[src/rtl/nrf_pkg.sv]
// ----------------------------------------------------------------------------
// nrf_pkg
// Shared types and codes of the nonce replay filter.
// ----------------------------------------------------------------------------
package nrf_pkg;

  localparam int unsigned NonceW = 128;

  typedef logic [NonceW-1:0] nonce_t;

  typedef enum logic [1:0] {
    VerdictOk     = 2'd0,
    VerdictStale  = 2'd1,
    VerdictReplay = 2'd2,
    VerdictAuth   = 2'd3
  } verdict_e;

  localparam logic OpInit   = 1'b0;
  localparam logic OpScreen = 1'b1;

  localparam logic [0:0] RegRefresh = 1'd0;

  // controller to datapath
  typedef struct packed {
    logic load;      // capture the input item
    logic do_init;   // load both marks with the current time
    logic scan_rst;  // restart the history scan
    logic scan_adv;  // compare one entry, advance pointer
    logic commit;    // apply an acceptance
    logic clr_adv;   // clear one entry during the reset sweep
  } nrf_cmd_t;

  // datapath to controller
  typedef struct packed {
    logic op;
    logic auth;
    logic stale;
    logic hit;
    logic scan_last;
    logic clr_last;
  } nrf_sts_t;

endpackage

[src/rtl/nrf_ctrl.sv]
// ----------------------------------------------------------------------------
// nrf_ctrl
// Sequencer: reset sweep, capture, history scan, verdict and commit.
// ----------------------------------------------------------------------------
module nrf_ctrl (
  input  logic              clk_i,
  input  logic              rst_ni,
  input  logic              in_valid_i,
  output logic              in_stall_o,
  output logic              out_valid_o,
  input  logic              out_stall_i,
  output logic [1:0]        verdict_o,
  output nrf_pkg::nrf_cmd_t cmd_o,
  input  nrf_pkg::nrf_sts_t sts_i
);

  typedef enum logic [2:0] {
    StClear, StIdle, StCheck, StScan, StPrep, StCommit, StOut
  } state_e;

  state_e     state_q;
  logic       out_valid_q;
  logic [1:0] verdict_q;
  logic       accept;

  assign accept      = (state_q == StIdle) && in_valid_i;
  assign in_stall_o  = (state_q != StIdle);
  assign out_valid_o = out_valid_q;
  assign verdict_o   = verdict_q;

  always_comb begin
    cmd_o          = '0;
    cmd_o.load     = accept;
    cmd_o.clr_adv  = (state_q == StClear);
    cmd_o.do_init  = (state_q == StCheck) && (sts_i.op == nrf_pkg::OpInit);
    cmd_o.scan_rst = (state_q == StCheck) || (state_q == StScan && sts_i.scan_last);
    cmd_o.scan_adv = (state_q == StScan) || (state_q == StPrep);
    cmd_o.commit   = (state_q == StCommit);
  end

  always_ff @(posedge clk_i or negedge rst_ni) begin
    if (!rst_ni) begin
      state_q     <= StClear;
      out_valid_q <= 1'b0;
      verdict_q   <= nrf_pkg::VerdictOk;
    end else begin
      unique case (state_q)
        StClear: begin
          if (sts_i.clr_last) begin
            state_q <= StIdle;
          end
        end
        StIdle: begin
          if (in_valid_i) begin
            state_q <= StCheck;
          end
        end
        StCheck: begin
          priority if (sts_i.op == nrf_pkg::OpInit) begin
            verdict_q   <= nrf_pkg::VerdictOk;
            out_valid_q <= 1'b1;
            state_q     <= StOut;
          end else if (sts_i.stale) begin
            verdict_q   <= nrf_pkg::VerdictStale;
            out_valid_q <= 1'b1;
            state_q     <= StOut;
          end else begin
            state_q <= StScan;
          end
        end
        StScan: begin
          if (sts_i.scan_last) begin
            // hit_q already includes the last compare only next cycle
            state_q <= StPrep;
          end
        end
        StPrep: begin
          priority if (sts_i.hit) begin
            verdict_q   <= nrf_pkg::VerdictReplay;
            out_valid_q <= 1'b1;
            state_q     <= StOut;
          end else if (!sts_i.auth) begin
            verdict_q   <= nrf_pkg::VerdictAuth;
            out_valid_q <= 1'b1;
            state_q     <= StOut;
          end else begin
            state_q <= StCommit;
          end
        end
        StCommit: begin
          verdict_q   <= nrf_pkg::VerdictOk;
          out_valid_q <= 1'b1;
          state_q     <= StOut;
        end
        StOut: begin
          if (!out_stall_i) begin
            out_valid_q <= 1'b0;
            state_q     <= StIdle;
          end
        end
        default: state_q <= StIdle;
      endcase
    end
  end

endmodule

[config.mk]
export PLATFORM = sky130hd
export DESIGN_NAME = nrf_ctrl
export DESIGN_NICKNAME = d
export VERILOG_FILES = /design/src/rtl/nrf_pkg.sv /design/src/rtl/nrf_ctrl.sv
export SDC_FILE = /design/constraint.sdc
export NUM_CORES = 1
export LEC_CHECK = 0
export BUFFER_PORTS_ARGS = -buffer_cell sky130_fd_sc_hd__buf_2
export CORE_AREA = 5 5 42 44
export DETAILED_ROUTE_END_ITERATION = 16
export DIE_AREA = 0 0 47 49
export GPL_TIMING_DRIVEN = 0
export PLACE_DENSITY = 0.6
export SLEW_MARGIN = 20
export SYNTH_ARGS = -nofsm -noshare
export SYNTH_HDL_FRONTEND = slang
export SYNTH_SLANG_ARGS = --single-unit
[constraint.sdc]
create_clock -name clk_i -period 3.8 [get_ports clk_i]
set_input_delay 0.76 -clock clk_i [delete_from_list [all_inputs] [get_ports clk_i]]
set_output_delay 0.76 -clock clk_i [all_outputs]
set_load 0.02 [all_outputs]
==> Yosys cells after proc, flatten, opt, wreduce, memory -nomap -nowiden <==
Index checks and enable logic that the tools add are counted.
{ "word_totals": {"elab_cells": 48, "reg_bits": 6, "inputBits": 10, "output_inout_bits": 10} }
{ "classes": {"n_reduce_logical": 11, "bitwise_logic": 1, "n_eq_ne": 13, "n_mux": 20} }
{ "ops": {"columns": ["op", "count"], "rows": [
  ["3-bit case mux with 7 select lines", 1],
  ["3-bit 2-to-1 mux", 6],
  ["2-bit 2-to-1 mux", 6],
  ["3-bit == test, second input constant", 3],
  ["4-bit AND reduction", 2],
  ["3-bit by 2-bit == test with 1-bit output, second input constant", 2],
  ["2-bit inequality test, second input constant", 3],
  ["3-bit inequality test, second input constant", 2],
  ["2-bit case mux with 3 select lines", 1],
  ["1-bit 2-to-1 mux", 5],
  ["1-bit case mux with 4 select lines", 1],
  ["4-bit nonzero test", 1],
  ["3-bit by 1-bit == test with 1-bit output, second input constant", 1],
  ["1-bit logical AND", 3],
  ["3-bit zero test", 1],
  ["3-bit by 1-bit inequality test with 1-bit output, second input constant", 1],
  ["3-bit AND reduction", 1],
  ["3-bit nonzero test", 1],
  ["1-bit logical OR", 2],
  ["2-bit by 1-bit inequality test with 1-bit output, second input constant", 1],
  ["1-bit NOT", 1]
]} }

==> Depth between registers and ports, before layout <==
Gate-level depths: netlist (run 1).
{ "logic_depth": {"depth_word": 3, "mapped_depth": 6, "depth_no_buf": 4} }

==> Worst setup path after synthesis (run 1) <==
Ideal clock, no wire load.
{ "synth_timing": {"path_type": "register to output", "startpoint": "register state_q[0]", "endpoint": "output port cmd_o[5] in the netlist's numbering", "arrival_time_ns": 1.396, "setup_slack_ns": 1.644, "stages_incl_launch_ff": 5, "path_cell_list": "dfrtp_1 > clkbuf_1 > or3b_1 > nor2_1 > buf_4"} }
{ "synth_via": {"elab_chain_len": 2} }
{ "synth_rtl": {"columns": ["element", "line", "rtl"], "rows": [
  ["start: declaration", "nrf_ctrl.sv:21", "state_e state_q;"],
  ["start signal: assignment", "nrf_ctrl.sv:43", "state_q <= StClear;"],
  ["start signal: assignment", "nrf_ctrl.sv:50", "state_q <= StIdle;"],
  ["start signal: assignment", "nrf_ctrl.sv:55", "state_q <= StCheck;"],
  ["3-bit by 1-bit == test with 1-bit output", "nrf_ctrl.sv:26", "assign accept = (state_q == StIdle) && in_valid_i;"],
  ["1-bit logical AND", "nrf_ctrl.sv:26", null],
  ["end: declaration", "nrf_ctrl.sv:13", "output nrf_pkg::nrf_cmd_t cmd_o,"]
]} }
No other way between the ends.

==> Worst setup path in the final report (run 1) <==
Ends and elaborated chain as after synthesis.

==> results of run 1 <==
## registers in the layout (all words and copies together) (netlist names)
name,count
state_q,3
verdict_o,2
out_valid_o,1
## area by class of cell
type,instances,area (sq um),share of cell area [%]
Timing Repair Buffer,19,95.1,15.6
Inverter,2,7.51,1.23
Tap cell,16,20.0,3.28
Multi-Input combinational cell,43,290,47.5
Sequential cell,6,150,24.6
Clock buffer,3,22.5,3.69
Buffer,5,25.0,4.10
## where the power goes
part / switching, mW / leakage (nW) / internal (mW)
registers: 0.0284 / 0.0725 / 0.0982
clock network: 0.0205 / 0.0138 / 0.0355
logic: 0.214 / 0.223 / 0.161
total: 0.263 / 0.310 / 0.295
## per-stage QoR
| step | area [sq um] | setup slack [ns] | instances | hold slack [ns] | util [%] |
|---|---|---|---|---|---|
| global placement | 588 | 1.53 | 91 | 0.481 | 42.0 |
| finish | 611 | 1.26 | 94 | 0.327 | 43.6 |
| floorplan | 473 | 1.64 | 56 | 0.464 | - |
| global route | 611 | 1.15 | 94 | 0.308 | 43.6 |
| CTS | 611 | 1.26 | 94 | 0.321 | 43.6 |
| detailed placement | 588 | 1.53 | 91 | 0.480 | 42.0 |
## path summary, 6_finish.rpt
check / from / endpoint / slack, ns / cells after the start
worst max-delay path: state_q[0] / cmd_o[5] / 1.26 / 5
worst min-delay path: rst_ni / verdict_o[0] / 0.33 / 1
worst max register to register: state_q[2] / verdict_o[0] / 2.14 / 5
worst min register to register: out_valid_o / out_valid_o / 0.49 / 2
max in group asynchronous: rst_ni / verdict_o[1] / 3.33 / 1
min in group clk_i: out_valid_o / out_valid_o / 0.49 / 2
## metal layers
metal / vias to the layer above / global-route usage, % / wire length (um)
li1: 243 / - / -
met2: 15 / 13.1 / 484
met1: 208 / 14.4 / 560
met4: 0 / 8.29 / 29
met5: - / 0 / 0
met3: 3 / 2.21 / 76
## cells in the mapped netlist (2+ instances only)
library cell  instances  share of area, %
buf_2                 2               2.1
nand2b_1              5               6.6
o21ai_1               2               2.1
nor2b_1               2               2.6
inv_1                 2               1.6
o21ai_0               2               2.1
dfrtp_1               6                32
a21oi_1               4               4.2
nand2_1               5               4.0
o31ai_1               2               3.2
mux2i_1               2               4.2
nor2_1                4               3.2
## logic make-up after synthesis
family          count (synthesis)  synth area share, %
simple gates                   22                 26.2
compound gates                 17                 25.4
mux                             4                 9.79
flops                           6                 31.7
buf+inv                         7                 6.88
## critical path: stages, from the launching register on
cell,delay [ns]
dfrtp_1,0.45
clkbuf_1,0.34
or3b_1,0.40
nor2_1,0.10
buf_4,0.10
buf_2,0.15
==> flow_metrics.tcl, run 1 <==
set metrics [dict create \
    outcome "completed" \
    power_uw 558 \
    grt_pass1_vias 389 \
    die_h_um 49 \
    async_reset_ff_share_pct 100 \
    layout_commonest_cell "buf_2" \
    cts_max_path_buffers 2 \
    wire_per_inst_um 12.2 \
    min_period_ns 2.54 \
    die_area_sq_mm 0.00230 \
    setup_tns_ns 0 \
    mostFrequentLayoutCells "buf_2, dfrtp_1, nand2b_1, nand2_1" \
    cts_tree "built" \
    finalMaxSlewViolations 0 \
    finalSetupViolations 0 \
    synth_edf_count 0 \
    nets 90 \
    start_util_pct 33.8 \
    max-vdd-ir-drop_uv 344 \
    crit_arrival_ns 1.78 \
    post_cts_resized 0 \
    route.detailed.drc 0 \
    synth_cell_type_count 30 \
    max_freq_mhz 394 \
    min_path_type "input pin to asynchronous set/reset pin" \
    synth_area_per_cell_sq_um 8.45 \
    dp_hpwl_um 889 \
    rsz0062_at_grt "no" \
    finClkSkew_ns 0.00368 \
    crit_fanout 10 \
    core-area_sq_mm 0.00140 \
    grt_start_max_net_pins 11 \
    gr-total-overflow 0 \
    post_cts_buffers 0 \
    diodes 0 \
    ctsHtreeMaxLevel 1 \
    wirelength_mm 1.15 \
    dr.pass1.iters 4 \
    fp.dieW_um 47 \
    critical_path.endpoint_type "output pin" \
    crit_required_ns 3.04 \
    tightest_slew_ns 0.351 \
    ys_seq_elements 6 \
    p_leak_nw 0.310 \
    globalplace.congestion 0.735 \
    synth_nets 66 \
    grt.total_usage_pct 10.4 \
    power_density_mw_per_mm2 915 \
    ant_nets 0 \
    fillers 154 \
    antenna_found_initial 0 \
    vias_per_cell 4.99 \
    fin_crit_sh_pct 66.8 \
    grt_pass1_wl_mm 1.70 \
    ys_seq_area_share_pct 31.7 \
    drive_above_1_share_pct 37.2 \
    syn_inst 56 \
    syn_area_sq_um 473 \
    clk_pin_slew_ns 0.04 \
    clock-sinks 6 \
    detail_route.iter0.violations 8 \
    row_count 14 \
    ys_warn_count 0 \
    hold_buffers 0 \
    maxCapViolations 0 \
    cts_buffers 3 \
    slew_headroom_pct 76.0 \
    startpoint_type "flip-flop" \
    synth_ff_type "dfrtp_1" \
    criticalPathCategory "flip-flop to output pin" \
    vias 469 \
    hold_viol 0 \
    cts-root-buf "clkbuf_4" \
    port-buffer-count 19 \
    io_pins 20 \
    syn_to_final_growth_pct 29.1 \
    clock_latency_ns 0.24 \
]
Power figures use the tool's default switching activity.
==> inputs of run 2 (changes only) <==
--- a/config.mk
+++ b/config.mk
@@ -5,12 +5,13 @@
 export SDC_FILE = /design/constraint.sdc
 export NUM_CORES = 1
 export LEC_CHECK = 0
+export ABC_AREA = 1
 export BUFFER_PORTS_ARGS = -buffer_cell sky130_fd_sc_hd__buf_2
-export CORE_AREA = 5 5 42 44
+export CORE_MARGIN = 5
+export CORE_UTILIZATION = 45
 export DETAILED_ROUTE_END_ITERATION = 16
-export DIE_AREA = 0 0 47 49
 export GPL_TIMING_DRIVEN = 0
-export PLACE_DENSITY = 0.6
+export PLACE_DENSITY = 0.7
 export SLEW_MARGIN = 20
 export SYNTH_ARGS = -nofsm -noshare
 export SYNTH_HDL_FRONTEND = slang
==> constraint.sdc (replaced) <==
create_clock -name clk_i -period 2.6 [get_ports clk_i]
set_input_delay 0.52 -clock clk_i [delete_from_list [all_inputs] [get_ports clk_i]]
set_output_delay 0.52 -clock clk_i [all_outputs]
set_load 0.02 [all_outputs]
==> run 2 against run 1 <==
  * Combinational power grew 94%
  * Non-clock buffer count decreased by 1
  * Routed wire length rose by 8.5%
  * Die area down 3.1%
  * Critical path depth increased by 1
  * Final cell count rose by 24%
  * Synthesized cell count grew 43%
  * Largest power group unchanged
  * Synthesized area up 32%
  * Clock power rose by 61%
  * First-iteration DRC count fell by 13%
  * Largest cell class unchanged
  * Register-to-register slack got worse by 0.71 ns
  * Total power increased by 75%
==> flow_metrics.tcl, run 2 <==
set metrics [dict create \
    post_cts_buffers 0 \
    r2r_start "state_q[1]" \
    wire_per_inst_um 10.7 \
    start_util_pct 48.0 \
    antenna_found_initial 0 \
    ys_warn_count 0 \
    rr_endpoint "state_q[0]" \
    hold_buffers 0 \
    grt_pass1_wl_mm 2.20 \
    detail_route.iter0.violations 7 \
    setup_tns_ns 0 \
    yosys.area.top_type "dfrtp_1" \
    r2r_slack_ns 1.43 \
    cp-startpoint "state_q[1]" \
    synth_area_per_cell_sq_um 7.80 \
    post_cts_resized 0 \
    largest-register "state_q" \
    min_period_ns 1.91 \
    port-buffer-count 19 \
    crit_required_ns 2.08 \
    route.detailed.drc 0 \
    startpoint_type "flip-flop" \
    clock-sinks 6 \
    crit_chain "buf_6, nor2_4, nand2_1, nor2_1, buf_4, buf_2" \
    nets 114 \
    max-vdd-ir-drop_uv 485 \
    row_count 13 \
    vias_per_cell 4.90 \
    ys_seq_elements 6 \
    ys_seq_area_share_pct 24.0 \
    drive_above_1_share_pct 50.0 \
    syn_inst 80 \
    largest_register_ffs 3 \
    power_uw 979 \
    synth_edf_count 0 \
    grt.total_usage_pct 14.4 \
    cts_buffers 3 \
    layout_commonest_cell "buf_2" \
    ctsHtreeMaxLevel 1 \
    cts-root-buf "clkbuf_4" \
    diodes 0 \
    crit_fanout 9 \
    finClkSkew_ns 0.00102 \
    grt_pass1_vias 546 \
    criticalPathCategory "flip-flop to output pin" \
    worst_path_max_delay_cell "dfrtp_1" \
    io_pins 20 \
    syn_area_sq_um 624 \
    synth_ff_type "dfrtp_1" \
    finalSetupViolations 0 \
    fp.dieW_um 47.3 \
    synth_cell_type_count 26 \
    synth.area.top_cells "dfrtp_1, nand3_2, nand2_1" \
    gr-total-overflow 0 \
    synth.most_common_cell "nand2_1" \
    hold_viol 0 \
    power_density_mw_per_mm2 1290 \
    critical-path-max-stage-delay_ns 0.37 \
    synth_top_area_share_pct 24.0 \
    critical_path.endpoint_type "output pin" \
    maxCapViolations 0 \
    rsz0062_at_grt "no" \
    dp_hpwl_mm 1.04 \
    cts_max_path_buffers 2 \
    globalplace.congestion 0.744 \
    slew_headroom_pct 86.5 \
    crit_arrival_ns 1.39 \
    async_reset_ff_share_pct 100 \
    finalMaxSlewViolations 0 \
    die_h_um 47.3 \
    synth_nets 90 \
    vias 573 \
    p_leak_nw 0.453 \
    clock_latency_ns 0.25 \
    dr.pass1.iters 3 \
    clk_pin_slew_ns 0.05 \
    syn_to_final_growth_pct 21.8 \
    synthTopCellsByCount "nand2_1, inv_1, nand3_2" \
    fin_crit_sh_pct 73.4 \
    max_freq_mhz 524 \
    ant_nets 0 \
    wirelength_mm 1.25 \
    outcome "completed" \
    worstRegToRegCells 7 \
    tightest_slew_ns 0.202 \
    min_path_type "input pin to asynchronous set/reset pin" \
    die_area_sq_mm 0.00223 \
    core-area_sq_mm 0.00130 \
    cts_tree "built" \
    mostFrequentLayoutCells "buf_2, nand2_1, inv_1" \
    grt_start_max_net_pins 10 \
]
[run 2: report_power, final]
group	switching, mW	total (mW)	internal [mW]
Clock	0.0376	0.0901	0.0525
Combinational	0.465	0.729	0.264
Sequential	0.0188	0.160	0.141
Total	0.521	0.979	0.458
[run 2: logic make-up after synthesis]
family,count (synthesis),synth area share (%)
flip-flops,6,24.0
buffers and inverters,17,16.0
AO/OA/AOI/OAI,6,6.61
AND/OR/NAND/NOR,51,53.3
[run 2: worst max-delay path by stage]
stage                    end  slack [ns]  cells past startpoint
floorplan           cmd_o[3]        0.91                      5
global placement    cmd_o[5]        0.98                      6
detailed placement  cmd_o[5]        0.96                      6
CTS                 cmd_o[5]        0.68                      6
global route        cmd_o[5]        0.61                      6
finish              cmd_o[5]        0.69                      6
[run 2: area by class of cell]
cell class / count / area [sq um]
buffer: 4 / 41.3
clock buffer: 3 / 22.5
fill: 139 / 541
inverter: 13 / 58.8
multi-input combinational: 57 / 374
sequential: 6 / 150
tap: 15 / 18.8
timing repair buffer: 19 / 95.1
[run 2: worst max-delay path: cells and delay by family (launching register included)]
kind	cells	cell delay (ns)
flip-flops	1	0.37
AND/OR/NAND/NOR	3	0.35
buffers and inverters	3	0.42
[run 2: stage by stage]
stage	worst slack, ns	instance area, sq um	utilization (%)	hold slack [ns]	cells
2_1_floorplan	0.910	624	-	0.224	80
3_3_place_gp	0.983	738	56.7	0.350	114
3_5_place_dp	0.958	738	56.7	0.353	114
4_1_cts	0.681	761	58.5	0.0845	117
5_1_grt	0.607	761	58.5	0.0923	117
6_report	0.691	761	58.5	0.0798	117
[run 2: layer usage]
metal | global-route usage [%] | vias to the layer above | wire length (um)
li1 | - | 300 | -
met1 | 17.8 | 255 | 526
met2 | 22.5 | 13 | 612
met3 | 5.75 | 5 | 91
met4 | 4.97 | 0 | 19
met5 | 0 | - | 0
